===== config.mk =====
export PLATFORM = sky130hd
export DESIGN_NAME = bwpc_sqrt
export DESIGN_NICKNAME = d
export VERILOG_FILES = /design/src/hdl/bwpc_sqrt.sv
export SDC_FILE = /design/constraint.sdc
export NUM_CORES = 2
export LEC_CHECK = 0
export BUFFER_PORTS_ARGS = -buffer_cell sky130_fd_sc_hd__buf_2
export CORE_MARGIN = 2
export CORE_UTILIZATION = 42
export DETAILED_ROUTE_END_ITERATION = 6
export PLACE_DENSITY = 0.64
export RECOVER_POWER = 25
export SLEW_MARGIN = 10
export SYNTH_ARGS = -nofsm -noshare
export SYNTH_HDL_FRONTEND = slang
export SYNTH_SLANG_ARGS = --single-unit

===== constraint.sdc =====
create_clock -name i_clk -period 3.3 [get_ports i_clk]
set_input_delay 0.66 -clock i_clk [delete_from_list [all_inputs] [get_ports i_clk]]
set_output_delay 0.66 -clock i_clk [all_outputs]
set_load 0.01 [all_outputs]

===== src/hdl/bwpc_sqrt.sv =====
// Pipelined integer square root, one root bit per stage, with sideband.
// Depends on bwpc_pkg only through the widths handed in.
module bwpc_sqrt #(
    parameter int IN_W = 62,
    parameter int SB_W = 1
) (
    input  logic              i_clk,
    input  logic              i_rst_n,
    input  logic              i_en,
    input  logic              i_valid,
    input  logic [IN_W-1:0]   i_n,
    input  logic [SB_W-1:0]   i_sb,
    output logic              o_valid,
    output logic [IN_W/2-1:0] o_root,
    output logic [SB_W-1:0]   o_sb
);

    localparam int R_W = IN_W / 2;
    localparam int CW  = IN_W + 2;

    logic [IN_W-1:0] r_rem  [R_W];
    logic [R_W-1:0]  r_root [R_W];
    logic [SB_W-1:0] r_sb   [R_W];
    logic            r_vld  [R_W];
    logic [IN_W-1:0] n_rem  [R_W];
    logic [R_W-1:0]  n_root [R_W];

    always_comb begin
        logic [IN_W-1:0] rem_in;
        logic [R_W-1:0]  root_in;
        logic [CW-1:0]   inc;
        for (int k = 0; k < R_W; k++) begin
            if (k == 0) begin
                rem_in  = i_n;
                root_in = '0;
            end else begin
                rem_in  = r_rem[k-1];
                root_in = r_root[k-1];
            end
            // (root + 2^b)^2 - root^2
            inc = (CW'(root_in) << (R_W - k)) + (CW'(1) << (2 * (R_W - 1 - k)));
            if (CW'(rem_in) >= inc) begin
                n_rem[k]  = IN_W'(CW'(rem_in) - inc);
                n_root[k] = root_in | (R_W'(1) << (R_W - 1 - k));
            end else begin
                n_rem[k]  = rem_in;
                n_root[k] = root_in;
            end
        end
    end

    always_ff @(posedge i_clk) begin
        if (!i_rst_n) begin
            for (int k = 0; k < R_W; k++) r_vld[k] <= 1'b0;
        end else if (i_en) begin
            for (int k = 0; k < R_W; k++) r_vld[k] <= (k == 0) ? i_valid : r_vld[k-1];
        end
    end

    always_ff @(posedge i_clk) begin
        if (i_en) begin
            for (int k = 0; k < R_W; k++) begin
                r_rem[k]  <= n_rem[k];
                r_root[k] <= n_root[k];
                r_sb[k]   <= (k == 0) ? i_sb : r_sb[k-1];
            end
        end
    end

    assign o_valid = r_vld[R_W-1];
    assign o_root  = r_root[R_W-1];
    assign o_sb    = r_sb[R_W-1];

endmodule


==> Word-level counts from Yosys, hierarchy flattened <==
Memories as Yosys holds them, arrays and structs flattened.
Index checks and enable logic that the tools add are counted.
{ "word_totals": {"register_bits": 0, "ram_bits": 2945, "word_cells": 225, "n_memories": 4} }
{ "op_classes": {"n_addsub": 61, "order_cmp": 31, "mux": 98, "bitwise_logic": 31} }
{ "memory_table": {"columns": ["memory", "depth", "word_bits", "rd", "rd_clocked_by_memory_dff", "wr", "line", "rtl"], "rows": [
  ["r_rem", 31, 62, 30, 0, 31, "21", "logic [IN_W-1:0] r_rem [R_W];"],
  ["r_root", 31, 31, 31, 0, 31, "22", "logic [R_W-1:0] r_root [R_W];"],
  ["r_sb", 31, 1, 31, 0, 31, "23", "logic [SB_W-1:0] r_sb [R_W];"],
  ["r_vld", 31, 1, 31, 0, 31, "24", "logic r_vld [R_W];"]
]} }
{ "op_table": {"columns": ["operator", "n"], "rows": [
  ["$mux W62", 31],
  ["$add A61 B59 Y62 const B", 1],
  ["$ge A62 B33 Y1", 1],
  ["$ge A62 B34 Y1", 1],
  ["$ge A62 B35 Y1", 1],
  ["$ge A62 B36 Y1", 1],
  ["$ge A62 B37 Y1", 1],
  ["$ge A62 B38 Y1", 1],
  ["$ge A62 B39 Y1", 1],
  ["$ge A62 B40 Y1", 1],
  ["$ge A62 B41 Y1", 1],
  ["$ge A62 B42 Y1", 1],
  ["$ge A62 B43 Y1", 1],
  ["$ge A62 B44 Y1", 1],
  ["$ge A62 B45 Y1", 1],
  ["$ge A62 B46 Y1", 1],
  ["$ge A62 B47 Y1", 1],
  ["$ge A62 B48 Y1", 1],
  ["$ge A62 B49 Y1", 1],
  ["$ge A62 B50 Y1", 1],
  ["$ge A62 B51 Y1", 1],
  ["$ge A62 B52 Y1", 1],
  ["$ge A62 B53 Y1", 1],
  ["$ge A62 B54 Y1", 1],
  ["other kinds (101)", 167]
]} }

==> Longest topological paths before layout <==
{ "logic_depth": {"depth_word": 4, "ltp_mapped": 14, "ltp_nobuf": 12} }

==> Worst setup path after synthesis <==
OpenSTA, ideal clock, no wires.
{ "synth_timing": {"path_type": "register to register", "start": "mem r_rem[25][50] (netlist: r_rem[1][608])", "end": "mem r_rem[26][19] (netlist: r_rem[1][639]) (data pin)", "setup_ns": 0.260, "arrival_time_ns": 3.300, "required_time_ns": 3.040, "setup_slack_ns": -0.260, "stages_incl_launch_ff": 9, "n_path_buf": 1, "cell_sequence": "edfxtp_1 or4_1 or4b_1 or4_1 or3_1 a311o_1 nor2_2 buf_2 mux2_2"} }
{ "synth_lines": {"columns": ["element", "line"], "rows": [
  ["start, declared", "21"]
]} }

==> impl_results.md <==
* # fillers at ~23000
* Final Core Density at about half
* Die area at 279000 sq um
* Hold path depth at 3
* Std cell rows at between 150 and 200
* Layout cells sized above 1 at between 20 and 25%
* Post-synthesis cell area at 115000 sq um
* Multi-input gate area at 42400 sq um
* Critical Path Most Common Cell: or4_4
* Status: finished, violations left
* Cells after DPL at roughly 14000
* Die Y at ~530 um
* CTS Buf Count at between 200 and 300
* Final setup violation count at approximately 210
* Nets at approximately 11000
* WP buf/inv at 2
* Layout Cells excl Fill at between 10000 and 15000
* Post-synthesis simple-gate area fraction at between 10 and 15%
* Predominant post-synthesis flop cell: edfxtp_1
* Via count at 78367
* Seq/Total Area, Yosys at 63.0%
* Req. time, crit path at a little under 4 ns
* GR Util met1 at about a quarter
* Commonest non-fill, non-tap cell in the layout: edfxtp_1
* Largest net degree at the start of global routing at 123
* Port bufs at ~100
* CP cell instances: or4_4 -> or4b_4 -> or4_4 -> or3_4 -> a311o_1 -> buf_4 -> nor2_4 -> buf_12 -> mux2_4
* Clock Pin Slew Worst Setup and Hold Paths at ~0.060 ns
* CP peak stage delay at 0.55 ns
* Routed Antenna Nets at 0
* Syn Inst Count at 9133
* Number of global-route vias before repair at around 80000
* Adder-cell share of the synthesized area at ~5.7%
* CTS tree: done
* Die width at between 500 and 600 um
* CTS H-Tree Depth at 5
* Most frequent cells in the layout: edfxtp_1, buf_4, inv_1
* Flip-flop and latch area at 72600 sq um
* Mux share of post-synthesis cell area at 0.687%
* Slew headroom at -25.5%
* GRT overflow at 0
* DRT iter0 DRCs at 5896
* Async S/R FF share, synth at 0%
* Final clock skew at 0.0649 ns
* Setup CP Type: flop to flop
* Setup ws final at -0.258 ns
* Clk sinks at 2418
* FMAX at between 200 and 300 MHz
* Fin crit share at 108%
* DR pass1 iterations at 7
* Actual slew at the worst max-slew pin at 1.88 ns
* DRC at 3
* DR WL/cell at between 20 and 25 um
* R2R depth at 9
* Cell family with most CP delay: simple AND/OR/NAND/NOR gates
* Dpl hpwl at 219000 um
* Violated checks: DRC, capacitance limit, slew limit, setup timing
* CTS root buf: clkbuf_16
* IO Pins at 100
* Leak at 54.6 nW
* Worst min-delay path class: input pin to flop
* Layout area overhead at 23.0%
* Via density at approximately 5.4
* Total Routing Usage GR at 20.3%
* CTS max path bufs at 4
* CP max FO at 7
* Synth Area in Compound Gates at 9.29%
* Met2 GRT Util at 36.3%
* Number of synthesis warnings at 0
* PD cells at 665 nW/um^2
* CORE AREA at 273000 sq um
* Hold Fails Final Rpt at 0
* #FFs+latches synth at 2418
* Slowest CP cell: or4_4
* Max-Cap Viols at 1
* Unrepaired setup endpoints after global routing: yes
* Synthesized net count at 9725
* Antenna violations before repair at 6
* Min cycle time layout at 3.56 ns
* Post-synthesis xor/xnor area fraction at between 6 and 7%
* Max-slew violations at 75
* First-pass GRT wire length at 446000 um
* Worst skew pair latency at 0.88 ns
* Drt total wl at 296000 um
* Largest family of logic cells by synthesized area: simple AND/OR/NAND/NOR gates
* Max VDD drop at 0.000501 V
* CP startpoint kind: flop
* Synth cell types at between 90 and 100
* Initial Utilization at about 42%
* RePlAce Congestion at 0.925
* Arr. time, crit path at 4.16 ns
* Grt peak-use layer: met2
* Post-layout power at 94.4 mW
* Setup WS pre-CTS at -0.459 ns
* Met3 global-route usage at 2.54%
* Mean Syn Cell Area at around 13 sq um
* CP Depth at 9
* EDFF count, synth at 2417
* CP endpoint kind: flop
* Setup tns final at -16.21 ns
worst min-delay path, delay by kind of cell:
kind / cells / cell delay [ns]
AO/OA/AOI/OAI: 1 / 0.11
AND/OR/NAND/NOR: 1 / 0.04
buffers and inverters: 1 / 0.09
sequential cells by signal, indices dropped and copies added, names as in the netlist:
| signal | flops |
|---|---|
| r_sb | 31 |
| r_rem | 1860 |
| r_root | 496 |
| r_vld | 31 |
cell type report:
class                      count  share of cell area, %
sequential                  2418                   51.2
inverter                     657                   1.75
antenna                        2                0.00353
timing repair buffer        1389                   7.79
tap                         3589                   3.17
clock buffer                 322                   5.05
clock inverter               163                   1.15
multi-input combinational   5861                   29.9
synthesized netlist by cell type (all sizes together), types with 64 or more instances:
master	number	area share, %
xnor2	458	3.5
xor2	361	2.7
nand2	614	2.0
or4	67	0.44
clkbuf	167	0.54
edfxtp	2417	63
and3	64	0.35
inv	657	2.1
nor4	310	1.7
nand4	160	0.87
o21ai	473	2.1
a21oi	492	2.1
nor2	544	1.8
o21a	84	0.55
ha	525	5.7
nand3	155	0.67
nor3	249	1.1
nand2b	106	0.58
a21o	235	1.5
or3	104	0.57
nor2b	72	0.39
kinds of logic after synthesis:
kind of cell,count (synthesis)
compound gates,1718
xor+xnor,819
fa+ha+maj,525
buf+inv,855
flops,2418
mux,72
simple gates,2726
metrics by stage:
stage	instance area, sq um	hold WS (ns)
6_report	142000	0.137
3_5_place_dp	128000	0.405
4_1_cts	139000	0.0767
2_1_floorplan	115000	0.400
5_1_grt	142000	0.109
3_3_place_gp	128000	0.400
worst paths after layout:
kind	start	end	slack (ns)
hold reg to reg	r_sb[0][13]	r_sb[0][14]	0.41
setup reg to reg	r_rem[1][608]	r_rem[1][639]	-0.26
hold / removal	i_n[61]	r_rem[0][61]	0.14
setup / recovery	r_rem[1][608]	r_rem[1][639]	-0.26
where the power goes:
group | switching (mW) | internal, mW
Combinational | 12.2 | 10.4
Sequential | 2.93 | 38.8
Clock | 12.3 | 17.7
Total | 27.4 | 66.9
metal layers:
layer / vias up / wire [um]
met5: - / 0
met1: 38305 / 120000
met2: 2170 / 150000
li1: 37213 / -
met4: 0 / 12800
met3: 679 / 13300
what timing repair did:
item / 4_1_cts / 5_1_grt
gates cloned: 6 / 12
pin swaps: 75 / 152
hold buffers: 61 / 0
setup buffers: 38 / 81
setup endpoints to repair: 379 / 530
endpoints found under the hold margin: 61 / 0
gates resized for setup: 267 / 405
Note: power is estimated with default switching activity, not from simulation.
