$ cat config.mk
export PLATFORM = sky130hd
export DESIGN_NAME = bwpc_wall
export DESIGN_NICKNAME = d
export VERILOG_FILES = /design/src/hdl/bwpc_pkg.sv /design/src/hdl/bwpc_wall.sv
export SDC_FILE = /design/constraint.sdc
export NUM_CORES = 1
export LEC_CHECK = 0
export BUFFER_PORTS_ARGS = -buffer_cell sky130_fd_sc_hd__buf_2
export CORE_ASPECT_RATIO = 0.9
export CORE_MARGIN = 2
export CORE_UTILIZATION = 40
export DETAILED_ROUTE_END_ITERATION = 7
export PLACE_DENSITY = 0.59
export SYNTH_ARGS = -nofsm -noshare
export SYNTH_HDL_FRONTEND = slang
export SYNTH_SLANG_ARGS = --single-unit
$ cat constraint.sdc
create_clock -name vclk -period 36.6
set_input_delay 5.49 -clock vclk [all_inputs]
set_output_delay 5.49 -clock vclk [all_outputs]
set_load 0.01 [all_outputs]
$ cat src/hdl/bwpc_pkg.sv
// Package for the ball wall and pair collision block: widths, codes,
// payload and pipeline types, saturation helpers. No dependencies.
package bwpc_pkg;

    localparam int COORD_BITS    = 16;
    localparam int FRAC_BITS     = 13;
    localparam int RAD_BITS      = 14;
    localparam int HALF_BITS     = 15;
    localparam int CFG_DATA_BITS = 32;
    localparam int CFG_ADDR_BITS = 3;

    localparam logic [HALF_BITS-1:0] HALF_RESET = HALF_BITS'(16384);

    localparam logic REG_HALF_WIDTH  = 1'b0;
    localparam logic REG_HALF_HEIGHT = 1'b1;
    localparam logic OP_ADVANCE      = 1'b0;
    localparam logic OP_PAIR         = 1'b1;

    // derived datapath widths
    localparam int D_W     = COORD_BITS + 1;
    localparam int D2_W    = 2 * D_W;
    localparam int P_W     = 2 * D_W + 1;
    localparam int P_LO_W  = (P_W + 1) / 2;
    localparam int P_HI_W  = P_W - P_LO_W;
    localparam int GUARD   = FRAC_BITS + 1;
    localparam int SQ_IN_W = D2_W + 2 * GUARD;
    localparam int ROOT_W  = SQ_IN_W / 2;
    localparam int NUMV_W  = D_W + P_W;
    localparam int MAGV_W  = NUMV_W + 1;
    localparam int RS_W    = RAD_BITS + 1;
    localparam int DR_W    = D_W + RS_W + 1;
    localparam int MAGP_W  = DR_W + GUARD + 1;
    localparam int Q_W     = COORD_BITS + 2;
    localparam int SAT_W   = COORD_BITS + 4;

    typedef logic signed [COORD_BITS-1:0] t_coord;

    typedef struct packed {
        logic                operation;
        t_coord              a_x;
        t_coord              a_y;
        t_coord              a_vx;
        t_coord              a_vy;
        logic [RAD_BITS-1:0] a_radius;
        t_coord              b_x;
        t_coord              b_y;
        t_coord              b_vx;
        t_coord              b_vy;
        logic [RAD_BITS-1:0] b_radius;
    } t_in;

    typedef struct packed {
        t_coord new_a_x;
        t_coord new_a_y;
        t_coord new_a_vx;
        t_coord new_a_vy;
        t_coord new_b_x;
        t_coord new_b_y;
        t_coord new_b_vx;
        t_coord new_b_vy;
        logic   hit;
    } t_out;

    // fields carried down the whole pipe
    typedef struct packed {
        logic                 op;
        t_coord               a_x;
        t_coord               a_y;
        t_coord               a_vx;
        t_coord               a_vy;
        t_coord               b_x;
        t_coord               b_y;
        t_coord               b_vx;
        t_coord               b_vy;
        t_coord               w_x;
        t_coord               w_y;
        t_coord               w_vx;
        t_coord               w_vy;
        logic                 w_hit;
        logic signed [D_W-1:0] dx;
        logic signed [D_W-1:0] dy;
    } t_side;

    typedef struct packed {
        t_side                 side;
        logic signed [D_W-1:0] dvx;
        logic signed [D_W-1:0] dvy;
        logic [RS_W-1:0]       rs;
    } t_s1;

    typedef struct packed {
        t_side                      side;
        logic [D2_W-1:0]            dx2;
        logic [D2_W-1:0]            dy2;
        logic signed [2*D_W-1:0]    px;
        logic signed [2*D_W-1:0]    py;
        logic [2*RS_W-1:0]          rs2;
        logic signed [DR_W-1:0]     dxr;
        logic signed [DR_W-1:0]     dyr;
    } t_s2;

    typedef struct packed {
        t_side                  side;
        logic [D2_W-1:0]        d2;
        logic signed [P_W-1:0]  p;
        logic                   close;
        logic signed [DR_W-1:0] dxr;
        logic signed [DR_W-1:0] dyr;
    } t_sq;

    typedef struct packed {
        t_sq                               sq;
        logic [ROOT_W-1:0]                 len;
        logic signed [D_W+P_LO_W:0]        lox;
        logic signed [D_W+P_HI_W-1:0]      hix;
        logic signed [D_W+P_LO_W:0]        loy;
        logic signed [D_W+P_HI_W-1:0]      hiy;
    } t_pa;

    typedef struct packed {
        t_sq                      sq;
        logic [ROOT_W-1:0]        len;
        logic signed [NUMV_W-1:0] numx;
        logic signed [NUMV_W-1:0] numy;
    } t_pb;

    typedef struct packed {
        t_side             side;
        logic              close;
        logic [D2_W-1:0]   d2;
        logic [ROOT_W-1:0] len;
        logic [MAGV_W-1:0] magvx;
        logic [MAGV_W-1:0] magvy;
        logic [MAGP_W-1:0] magpx;
        logic [MAGP_W-1:0] magpy;
        logic              negvx;
        logic              negvy;
        logic              negpx;
        logic              negpy;
    } t_pc;

    typedef struct packed {
        t_side side;
        logic  close;
        logic  neg;
    } t_fin;

    localparam int SQ_SB_W  = $bits(t_sq);
    localparam int FIN_SB_W = $bits(t_fin);

    function automatic t_coord sat_coord(input logic signed [SAT_W-1:0] v);
        logic signed [SAT_W-1:0] hi;
        logic signed [SAT_W-1:0] lo;
        hi = signed'({{(SAT_W-COORD_BITS+1){1'b0}}, {(COORD_BITS-1){1'b1}}});
        lo = ~hi;
        if (v > hi) begin
            return hi[COORD_BITS-1:0];
        end else if (v < lo) begin
            return lo[COORD_BITS-1:0];
        end
        return v[COORD_BITS-1:0];
    endfunction

    function automatic t_coord neg_sat(input t_coord v);
        logic signed [SAT_W-1:0] w;
        w = -SAT_W'(v);
        return sat_coord(w);
    endfunction

endpackage

$ cat src/hdl/bwpc_wall.sv
// One axis of the advance step: move, then clamp at the upper and lower wall.
// Depends on bwpc_pkg.
module bwpc_wall
    import bwpc_pkg::*;
(
    input  t_coord               i_pos,
    input  t_coord               i_vel,
    input  logic [RAD_BITS-1:0]  i_rad,
    input  logic [HALF_BITS-1:0] i_half,
    output t_coord               o_pos,
    output t_coord               o_vel,
    output logic                 o_hit
);

    logic signed [SAT_W-1:0] rad;
    logic signed [SAT_W-1:0] half;
    t_coord                  pos0;
    t_coord                  pos1;
    t_coord                  vel1;
    logic                    hit1;

    assign rad  = signed'(SAT_W'(i_rad));
    assign half = signed'(SAT_W'(i_half));

    always_comb begin
        pos0 = sat_coord(SAT_W'(i_pos) + SAT_W'(i_vel));
        pos1 = pos0;
        vel1 = i_vel;
        hit1 = 1'b0;
        if (SAT_W'(pos0) + rad > half) begin
            pos1 = COORD_BITS'(half - rad);
            vel1 = neg_sat(i_vel);
            hit1 = 1'b1;
        end
        o_pos = pos1;
        o_vel = vel1;
        o_hit = hit1;
        // oversized ball: the lower wall fires too and wins
        if (SAT_W'(pos1) - rad < -half) begin
            o_pos = COORD_BITS'(rad - half);
            o_vel = neg_sat(vel1);
            o_hit = 1'b1;
        end
    end

endmodule

After elaboration in Yosys (flattened, before gate mapping)
Cells that the tools add are included.

word-level totals
  input bits = 61
  bits in registers = 0
  word-level logic and storage cells = 39
  output and inout port bits = 33

operators by class
  add/subtract/negate cells = 8
  muxes and demuxes = 23
  order comparisons = 8

operator list
  cell                    number
  $mux W16                13
  $gt A20 B16 Y1 const B  2
  $lt A20 B16 Y1 const B  2
  $neg A16 Y20            2
  $lt A17 B20 Y1          1
  $neg A15 Y20            1
  $add A16 B15 Y17        1
  $add A16 B16 Y17        1
  $gt A17 B16 Y1          1
  $gt A17 B16 Y1 const B  1
  $lt A17 B16 Y1 const B  1
  $sub A16 B15 Y17        1
  $sub A14 B15 Y16        1
  $sub A15 B14 Y16        1
  $mux W1                 10

Longest topological paths before layout
Gate-level depths: netlist of run 1.

  depth in word-level cells = 17
  gate-level depth with buffers = 61
  depth with buffers taken out = 56

Worst setup path after synthesis of run 1
Ideal clock, no wire load.

  path kind = input-to-output
  start point = input port i_pos[9]
  end point = output port o_vel[2]
  buffers on the path = 7
  data required time = 31.110 ns
  setup slack = 14.773 ns
  cell stages on the path = 57
  arrival = 16.337 ns
  cells stage by stage = ha_1 -> a21o_1 -> a221oi_2 -> o21ai_2 -> nor3b_1 -> or4_4 -> buf_6 -> nor2_1 -> clkbuf_1 -> nor2_1 -> ha_1 -> fa_1 -> a211oi_1 -> o21ai_0 -> o31a_1 -> nand4_1 -> a31oi_1 -> xor2_1 -> (+21 left out) -> o21ai_0 -> nand2b_1 -> a211oi_1 -> nor2_1 -> ha_1 -> a21oi_1 -> nor2b_1 -> o21ai_0 -> nand2b_1 -> a221oi_1 -> nand2_1 -> o21ai_0 -> and3_1 -> a211o_2 -> buf_2 -> clkbuf_1 -> nor2_1 -> nor2_1

on the way
  longest elaborated chain between the ends = 15
  elaborated cells on any way between the ends = 22
  classes of those cells = 4 x add/sub; 6 x order compare; 12 x mux

RTL lines
  item                  line             source
  from (decl)           bwpc_wall.sv:6   input t_coord i_pos,
  $add A16 B16 Y17 (*)  bwpc_wall.sv:26  pos0 = sat_coord(SAT_W'(i_pos) + SAT_W'(i_vel));
  $lt A17 B16 Y1        bwpc_pkg.sv:158  end else if (v < lo) begin
  $mux W1               bwpc_pkg.sv:158
  $mux W1               bwpc_pkg.sv:156  if (v > hi) begin
  $mux W16 (*)          bwpc_pkg.sv:161  return v[COORD_BITS-1:0];
  $add A16 B15 Y17      bwpc_wall.sv:30  if (SAT_W'(pos0) + rad > half) begin
  $gt A17 B16 Y1        bwpc_wall.sv:30
  $mux W16              bwpc_wall.sv:30
  $neg A16 Y20          bwpc_pkg.sv:166  w = -SAT_W'(v);
  $lt A20 B16 Y1        bwpc_pkg.sv:158
  $mux W1               bwpc_pkg.sv:158
  $mux W1               bwpc_pkg.sv:156
  $mux W1               bwpc_wall.sv:39  if (SAT_W'(pos1) - rad < -half) begin
  $mux W16              bwpc_pkg.sv:161
  $mux W16 (*)          bwpc_wall.sv:39
  to (decl)             bwpc_wall.sv:11  output t_coord o_vel,

Mark *: on every way between the ends. The rest lies on a longest branch, timed or not. The select of a mux whose other input is x is not followed.

Worst setup path after layout of run 1
  start point = input port i_vel[0]
  end point = output port o_pos[7]

on the way
  longest elaborated chain between the ends = 11
  elaborated cells on any way between the ends = 13
  classes of those cells = 3 x add/sub; 4 x order compare; 6 x mux

RTL lines
  item                  line             source
  from (decl)           bwpc_wall.sv:7   input t_coord i_vel,
  $add A16 B16 Y17 (*)  bwpc_wall.sv:26
  $lt A17 B16 Y1        bwpc_pkg.sv:158
  $mux W1               bwpc_pkg.sv:158
  $mux W1               bwpc_pkg.sv:156
  $mux W16 (*)          bwpc_pkg.sv:161
  $add A16 B15 Y17      bwpc_wall.sv:30
  $gt A17 B16 Y1        bwpc_wall.sv:30
  $mux W16 (*)          bwpc_wall.sv:30
  $sub A16 B15 Y17      bwpc_wall.sv:39
  $lt A17 B20 Y1        bwpc_wall.sv:39
  $mux W16 (*)          bwpc_wall.sv:39
  to (decl)             bwpc_wall.sv:10  output t_coord o_pos,

Mark *: on every way between the ends. The rest lies on a longest branch, timed or not.

==> impl_metrics.yaml, run 1 <==
outcome:
  status: "complete, no violations"
detailed_routing:
  drt-total-wl_um: 18400
  vias: 6513
  first_pass_iters: 5
  drtIter0Drc: 361
  ant_nets: 0
  via_per_inst: 5.67
  drc_errors: 0
  wire_per_inst_um: 16.1
timing:
  worstMarginPinSlew_ns: 0.924
  finalHoldViolCount: 0
  drv_slew: 0
  fmax_mhz: 42.6
  finalCritPeriodShare: 0.641
  fin_crit_ns: 23.48
  rsz0062_at_grt: "false"
  setup_tns_ns: 0
  slew_headroom: 0.378
  setup_viol: 0
clocking:
  postCtsResizedCells: 0
  holdBufCountCts: 0
  postCtsSetupRepairBufs: 0
synthesis:
  synthCells: 882
  synthTopCellsByArea: "ha_1, xnor2_1, a21oi_1"
  synth_top_area_frac: 0.224
  yosys.area.top_type: "ha_1"
  synth.net_count: 1057
  ys_seq_area_frac: 0
  yosysUniqueCellTypes: 85
  yosys_warnings: 0
  syn-cell-area_sq_mm: 0.00609
  syn_avg_cell_area_sq_um: 6.91
layout:
  nets: 1127
  layout_common_cells: "ha_1, nor2_1, buf_2"
  fin_util: 0.451
  seq_cells: 0
  seqCellArea_sq_um: 0
  nClkBuffers: 0
  syn_to_final_growth_pct: 9.78
  final_common_cell: "ha_1"
  fillers: 1638
  drive_gt1_frac: 0.157
  antenna_cells: 0
setup_path:
  cp.depth: 53
  critPathMaxStageDelay_ns: 0.65
  endpoint_kind: "primary output"
  slowest_stage: "a21oi_1"
  worstPathMaxFanout: 39
  cp_num_buf_inv: 4
  arrival_ns: 17.99
  cp_common_cell: "o21ai_0"
  cp_top_family: "compound AO/OA/AOI/OAI gates"
  crit_type: "in -> out"
  crit_path_start_kind: "input pin"
  cp.required_ns: 31.11
global_route:
  gr-usage-met2: 0.372
  grt_pass1_wl_um: 29700
  grt_overflow: 0
  top_usage_layer: "met2"
  grtUsageTotal: 0.222
  globalRouteMet3Util: 0.00710
  grt_start_max_net_pins: 40
  antenna_found_initial: 0
  grt_pass1_vias: 5899
  gr-usage-met1: 0.327
place:
  port-buffer-count: 94
  dpl.hpwl_um: 15700
  gp_congestion: 0.892
flow_run:
  drv_cap: 0
hold_path:
  min_path_type: "in -> out"
  hp-start: "i_half[14]"
  whs_path_depth: 4
  min_to: "o_pos[15]"
floorplan:
  fp.dieH_um: 121
  core_sq_mm: 0.0148
  initial_utilization: 0.411
  row_count: 42
  die-area_sq_mm: 0.0162
  io_pins: 94
  die_x_um: 134
pwr:
  ir_drop_mv: 0.0557
  leakagePower_nw: 3.12
  power_density_mw_per_mm2: 83.6
## per-stage QoR
step	std cells	worst slack, ns	hold WS, ns	power, W	instance area [sq um]
4_1_cts	1148	13.33	11.47	0.000561	6690
3_5_place_dp	1148	13.41	11.47	0.000556	6690
3_3_place_gp	1148	13.69	11.47	0.000556	6690
2_1_floorplan	882	14.77	11.19	0.000414	6090
5_1_grt	1148	12.04	11.51	0.000627	6690
6_report	1148	13.12	11.46	0.000559	6690
## logic make-up after synthesis
| logic type | count (synthesis) | share of synthesized area |
|---|---|---|
| AO/OA/AOI/OAI | 289 | 0.318 |
| XOR/XNOR | 72 | 0.104 |
| adder cells (fa/ha/maj) | 116 | 0.244 |
| buffers and inverters | 82 | 0.0565 |
| multiplexers | 12 | 0.0214 |
| AND/OR/NAND/NOR | 311 | 0.257 |
## how the worst max path moves through the flow
stage | end | startpoint
global placement | o_pos[2] | i_vel[0]
global route | o_vel[8] | i_vel[0]
finish | o_pos[7] | i_vel[0]
detailed placement | o_pos[7] | i_vel[0]
CTS | o_pos[7] | i_vel[0]
floorplan | o_vel[2] | i_pos[9]
## synthesized netlist by cell type, types with 4 or more instances
master	instances
xnor2_1	51
nor3_1	28
fa_1	5
o21ai_1	6
nand4_1	9
or3_1	5
a21oi_1	73
buf_6	4
a211oi_1	10
nor2b_1	15
mux2i_1	4
a21boi_0	10
buf_2	4
o211ai_1	5
and3_1	5
o21ai_0	62
or2_2	5
nand3_1	18
nor2_1	94
nand2b_1	19
or4_4	4
and2_1	5
nor4_1	8
a21o_1	39
a31oi_1	9
o21a_1	14
o21bai_1	4
nand2_1	69
inv_1	53
and4_1	4
clkbuf_1	17
xor2_1	21
o31ai_1	6
or3_2	5
mux2_2	8
ha_1	109
## metal layers
| layer | part of all wire | vias up |
|---|---|---|
| li1 | - | 3361 |
| met5 | 0 | - |
| met3 | 0.039 | 14 |
| met1 | 0.51 | 2988 |
| met4 | 0.010 | 0 |
| met2 | 0.44 | 150 |
## power breakdown
group          switching, W  internal [W]  leakage [nW]
logic              0.000327      0.000232          3.12
clock network             0             0             0
registers                 0             0             0
total              0.000327      0.000232          3.12
## layout make-up
| type | instances | area (sq um) | area share |
|---|---|---|---|
| multi-input combinational | 800 | 5750 | 0.859 |
| timing repair buffer | 97 | 493 | 0.0737 |
| tap | 198 | 248 | 0.0371 |
| inverter | 53 | 199 | 0.0298 |
Power figures use the tool's default switching activity.
==> run 2: changes to the inputs <==
Settings changed: ABC_AREA from default to 1, PLACE_DENSITY 0.59 to 0.6.
Clock period 36.6 ns to 20.3 ns, I/O delays scaled along.
==> run 2 against run 1 <==
  * Synthesized area up 6.5%
  * Die area up 6.3%
  * Final cell count increased by 22%
  * Largest cell class unchanged
  * Largest power group unchanged
==> impl_metrics.yaml, run 2 <==
setup_path:
  critPathMaxStageDelay_ns: 0.41
  slowest_stage: "fa_1"
  endpoint_kind: "primary output"
  cp_common_cell: "nand2_1"
  crit_type: "in -> out"
  worstPathMaxFanout: 44
  crit_path_start_kind: "input pin"
  arrival_ns: 13.41
  cp.required_ns: 17.26
synthesis:
  synth_top_area_frac: 0.210
  yosysUniqueCellTypes: 57
  yosys.area.top_type: "ha_1"
  syn-cell-area_sq_mm: 0.00649
  synthTopCellsByArea: "ha_1, nand2_1, xor2_1"
  synthCells: 1122
  yosys_warnings: 0
  ys_top_cells_by_count: "nand2_1, inv_1, ha_1, a21oi_1, nand3_1"
  syn_avg_cell_area_sq_um: 5.78
  ys_seq_area_frac: 0
  synth.net_count: 1297
  synth.most_common_cell: "nand2_1"
global_route:
  grt_start_max_net_pins: 45
  gr-usage-met2: 0.350
  gr-usage-met1: 0.342
  grt_overflow: 0
  grtUsageTotal: 0.222
  grt_pass1_wl_um: 32400
  antenna_found_initial: 0
  globalRouteMet3Util: 0.0111
  grt_pass1_vias: 6531
  top_usage_layer: "met2"
timing:
  fmax_mhz: 60.8
  slew_headroom: 0.542
  rsz0062_at_grt: "false"
  fin_crit_ns: 16.45
  drv_slew: 0
  setup_viol: 0
  finalCritPeriodShare: 0.811
  finalHoldViolCount: 0
  setup_tns_ns: 0
  worstMarginPinSlew_ns: 0.688
place:
  port-buffer-count: 94
  dpl.hpwl_um: 17400
  gp_congestion: 0.962
detailed_routing:
  drt-total-wl_um: 19800
  wire_per_inst_um: 14.2
  ant_nets: 0
  via_per_inst: 5.16
  vias: 7208
  drc_errors: 0
  first_pass_iters: 5
  drtIter0Drc: 440
floorplan:
  core_sq_mm: 0.0160
  die-area_sq_mm: 0.0173
  row_count: 44
  fp.dieH_um: 125
  die_x_um: 138
  io_pins: 94
  initial_utilization: 0.405
hold_path:
  hp-start: "i_half[0]"
  min_to: "o_pos[0]"
  min_path_type: "in -> out"
  whs_path_depth: 4
layout:
  nets: 1367
  seq_cells: 0
  final_common_cell: "nand2_1"
  nClkBuffers: 0
  syn_to_final_growth_pct: 8.85
  antenna_cells: 0
  seqCellArea_sq_um: 0
  drive_gt1_frac: 0.124
  layout_common_cells: "nand2_1, inv_1, ha_1"
pwr:
  leakagePower_nw: 4.05
  ir_drop_mv: 0.0906
  power_density_mw_per_mm2: 145
  power.total_w: 0.00103
clocking:
  postCtsSetupRepairBufs: 0
  holdBufCountCts: 0
  postCtsResizedCells: 0
flow_run:
  drv_cap: 0
outcome:
  status: "complete, no violations"
-- run 2: through the flow --
stage / setup WS (ns) / utilization / area, sq um / cells / hold slack, ns
2_1_floorplan: 5.68 / - / 6490 / 1122 / 6.31
3_3_place_gp: 4.05 / 0.441 / 7060 / 1397 / 6.62
3_5_place_dp: 3.98 / 0.441 / 7060 / 1397 / 6.61
4_1_cts: 3.96 / 0.441 / 7060 / 1397 / 6.61
5_1_grt: 2.79 / 0.441 / 7060 / 1397 / 6.65
6_report: 3.85 / 0.441 / 7060 / 1397 / 6.61
-- run 2: report_power, final --
group	internal [W]	leakage (nW)	switching [W]
clock network	0	0	0
logic	0.000368	4.05	0.000659
registers	0	0	0
-- run 2: worst max path at each step --
stage | startpoint | to | slack [ns] | cells after the start
after floorplan | i_pos[0] | o_vel[11] | 5.68 | 73
after global placement | i_vel[0] | o_vel[5] | 4.05 | 73
after detailed placement | i_vel[0] | o_vel[5] | 3.98 | 73
after CTS | i_vel[0] | o_vel[5] | 3.96 | 73
after global routing | i_vel[0] | o_vel[5] | 2.79 | 75
final | i_vel[0] | o_vel[5] | 3.85 | 73
-- run 2: critical path: cells and delay by family --
kind	cells	cell delay (ns)
adder cells (fa/ha/maj)	7	2.24
AO/OA/AOI/OAI	14	2.34
AND/OR/NAND/NOR	42	4.04
buffers and inverters	8	1.42
XOR/XNOR	2	0.29
-- run 2: layer usage --
layer  vias to the layer above  share of wire
met2                       212           0.41
li1                       3795              -
met3                        21          0.057
met1                      3180           0.51
met4                         0          0.016
met5                         -              0
-- run 2: cells by family (layout without fill, tap and decap cells) --
logic type	count (synthesis)	in the layout	share of synthesized area
compound gates	188	188	0.162
xor+xnor	89	89	0.120
fa+ha+maj	114	114	0.226
buf+inv	199	267	0.125
mux	1	1	0.00154
simple gates	531	531	0.366
-- run 2: final cells by class --
cell class / instances / area (sq um)
inverters: 172 / 646
repair buffers: 95 / 478
fillers: 1808 / 8960
multi-input cells: 923 / 5680
well taps: 207 / 259
==> run 3: changes to the inputs <==
Settings changed: ABC_AREA 1 to 0, PLACE_DENSITY 0.6 to 0.61.
Clock period 20.3 ns to 14.9 ns, I/O delays scaled along.
==> run 3 against run 2 <==
  * Sequential cell count is the same
  * First-iteration DRC count shrank 16%
  * Global-route usage rose by 0.58 points
  * Sequential share of layout area stayed put
  * Design area increased by 11%
  * Die area shrank 5.9%
  * Via count is 2.8% lower
  * Worst hold slack lost 1.6 ns
  * Combinational power increased by 71%
  * Non-clock buffer count is 112 higher
  * Wire length up 0.35%
  * Critical endpoint is now o_pos[5]
  * Largest power group unchanged
  * Highest routed layer unchanged
==> impl_metrics.yaml, run 3 (synthesis results as in run 1) <==
layout:
  stdcell_area_sq_mm: 0.00787
  syn_to_final_growth_pct: 29.3
  drive_gt1_frac: 0.294
  fillers: 1496
  fin_util: 0.531
  nClkBuffers: 0
  seqCellArea_sq_um: 0
  nets: 1237
  final_common_cell: "buf_4"
  seq_cells: 0
  layout_common_cells: "buf_4, ha_1, buf_2"
  antenna_cells: 0
place:
  gp_congestion: 0.912
  dpl.hpwl_um: 16300
  dp_slack_ns: -0.322
  port-buffer-count: 94
  placed_cell_area_sq_mm: 0.00743
setup_path:
  worstPathMaxFanout: 9
  cp_top_family: "compound AO/OA/AOI/OAI gates"
  slowest_stage: "or4_4"
  arrival_ns: 12.23
  crit_type: "in -> out"
  endpoint_kind: "primary output"
  critPathMaxStageDelay_ns: 0.53
  crit_path_start_kind: "input pin"
  cp_num_buf_inv: 5
  cp_common_cell: "o21ai_2"
  cp.required_ns: 12.66
timing:
  setup_viol: 0
  drv_slew: 0
  finalCritPeriodShare: 0.971
  fmax_mhz: 69.1
  finalHoldViolCount: 0
  worstMarginPinSlew_ns: 0.922
  slew_headroom: 0.379
  setup_slack_ns: 0.430
  whs_ns: 4.97
  fin_crit_ns: 14.47
global_route:
  grt_start_max_net_pins: 30
  grtUsageTotal: 0.228
  grt_pass1_wl_um: 30900
  grt_pass1_vias: 6386
  grt_overflow: 0
  antenna_found_initial: 0
detailed_routing:
  drc_errors: 0
  wire_per_inst_um: 15.8
  drt-total-wl_um: 19900
  ant_nets: 0
  first_pass_iters: 5
  drtIter0Drc: 369
  via_per_inst: 5.57
  vias: 7007
pwr:
  power.total_w: 0.00176
  power.share.sequential: 0
  internal_power_w: 0.000829
  switchingPower_w: 0.000935
  ir_drop_mv: 0.145
  leakagePower_nw: 3.72
  power_density_mw_per_mm2: 224
  combPwrFrac: 1.000
  clockPowerShare: 0
  p_sw_frac: 0.530
floorplan:
  core_sq_mm: 0.0148
  die_x_um: 134
  fp.dieH_um: 121
  die-area_sq_mm: 0.0162
  row_count: 42
  initial_utilization: 0.411
  io_pins: 94
outcome:
  status: "complete, no violations"
hold_path:
  min_path_type: "in -> out"
flow_run:
  drv_cap: 0
run 3: cell count changes in the layout (fill, tap and decap cells not counted), moves of 19 or more:
cell and delta:
inv_1 -105, a21oi_1 -22, nand2b_1 +19, buf_4 +105, nor2_1 +24, nand2_1 -240, xor2_1 -47, xnor2_1 +30
a21o_1 +35, nand3_1 -56
run 3: area by class of cell:
cell class / instances / area [sq um] / area share
multi-input combinational: 800 / 6030 / 0.766
timing repair buffer: 207 / 1390 / 0.177
tap: 198 / 248 / 0.0315
inverter: 53 / 199 / 0.0253
run 3: power groups by stage:
stage	Clock, W	Sequential, W	Combinational [W]
detailed placement	0	0	0.00153
global placement	0	0	0.00152
finish	0	0	0.00176
floorplan	0	0	0.00103
CTS	0	0	0.00155
global route	0	0	0.00193
run 3: tightest hold or removal path, cell delays in order:
cell and delay (ns):
buf_2 0.18, nor3_1 0.08, a21oi_1 0.10, buf_2 0.13
run 3: worst paths after layout:
path                  slack [ns]  cells after the start         to        from
worst max-delay path        0.43                     55   o_pos[5]    i_pos[8]
worst min-delay path        4.97                      4  o_pos[15]  i_half[14]
run 3: timing repair:
| action | in CTS | in global routing |
|---|---|---|
| cloned | 0 | 3 |
| gates resized for setup | 8 | 76 |
| setup buffers | 0 | 12 |
| hold buffers | 0 | 0 |
| setup endpoints to repair | 33 | 33 |
| pin swaps | 0 | 36 |
run 3: layer usage:
layer / up-vias / GRT usage / routed length [um]
met5: - / 0 / 0
li1: 3584 / - / -
met1: 3215 / 0.327 / 9550
met2: 194 / 0.394 / 9020
met3: 14 / 0.0121 / 1070
met4: 0 / 0.0184 / 202
run 3: metrics by stage:
step | setup TNS, ns | instances
global route | -1.41 | 1258
CTS | -0.0123 | 1244
finish | 0 | 1258
floorplan | 0 | 882
global placement | -2.42 | 1244
detailed placement | -7.70 | 1244
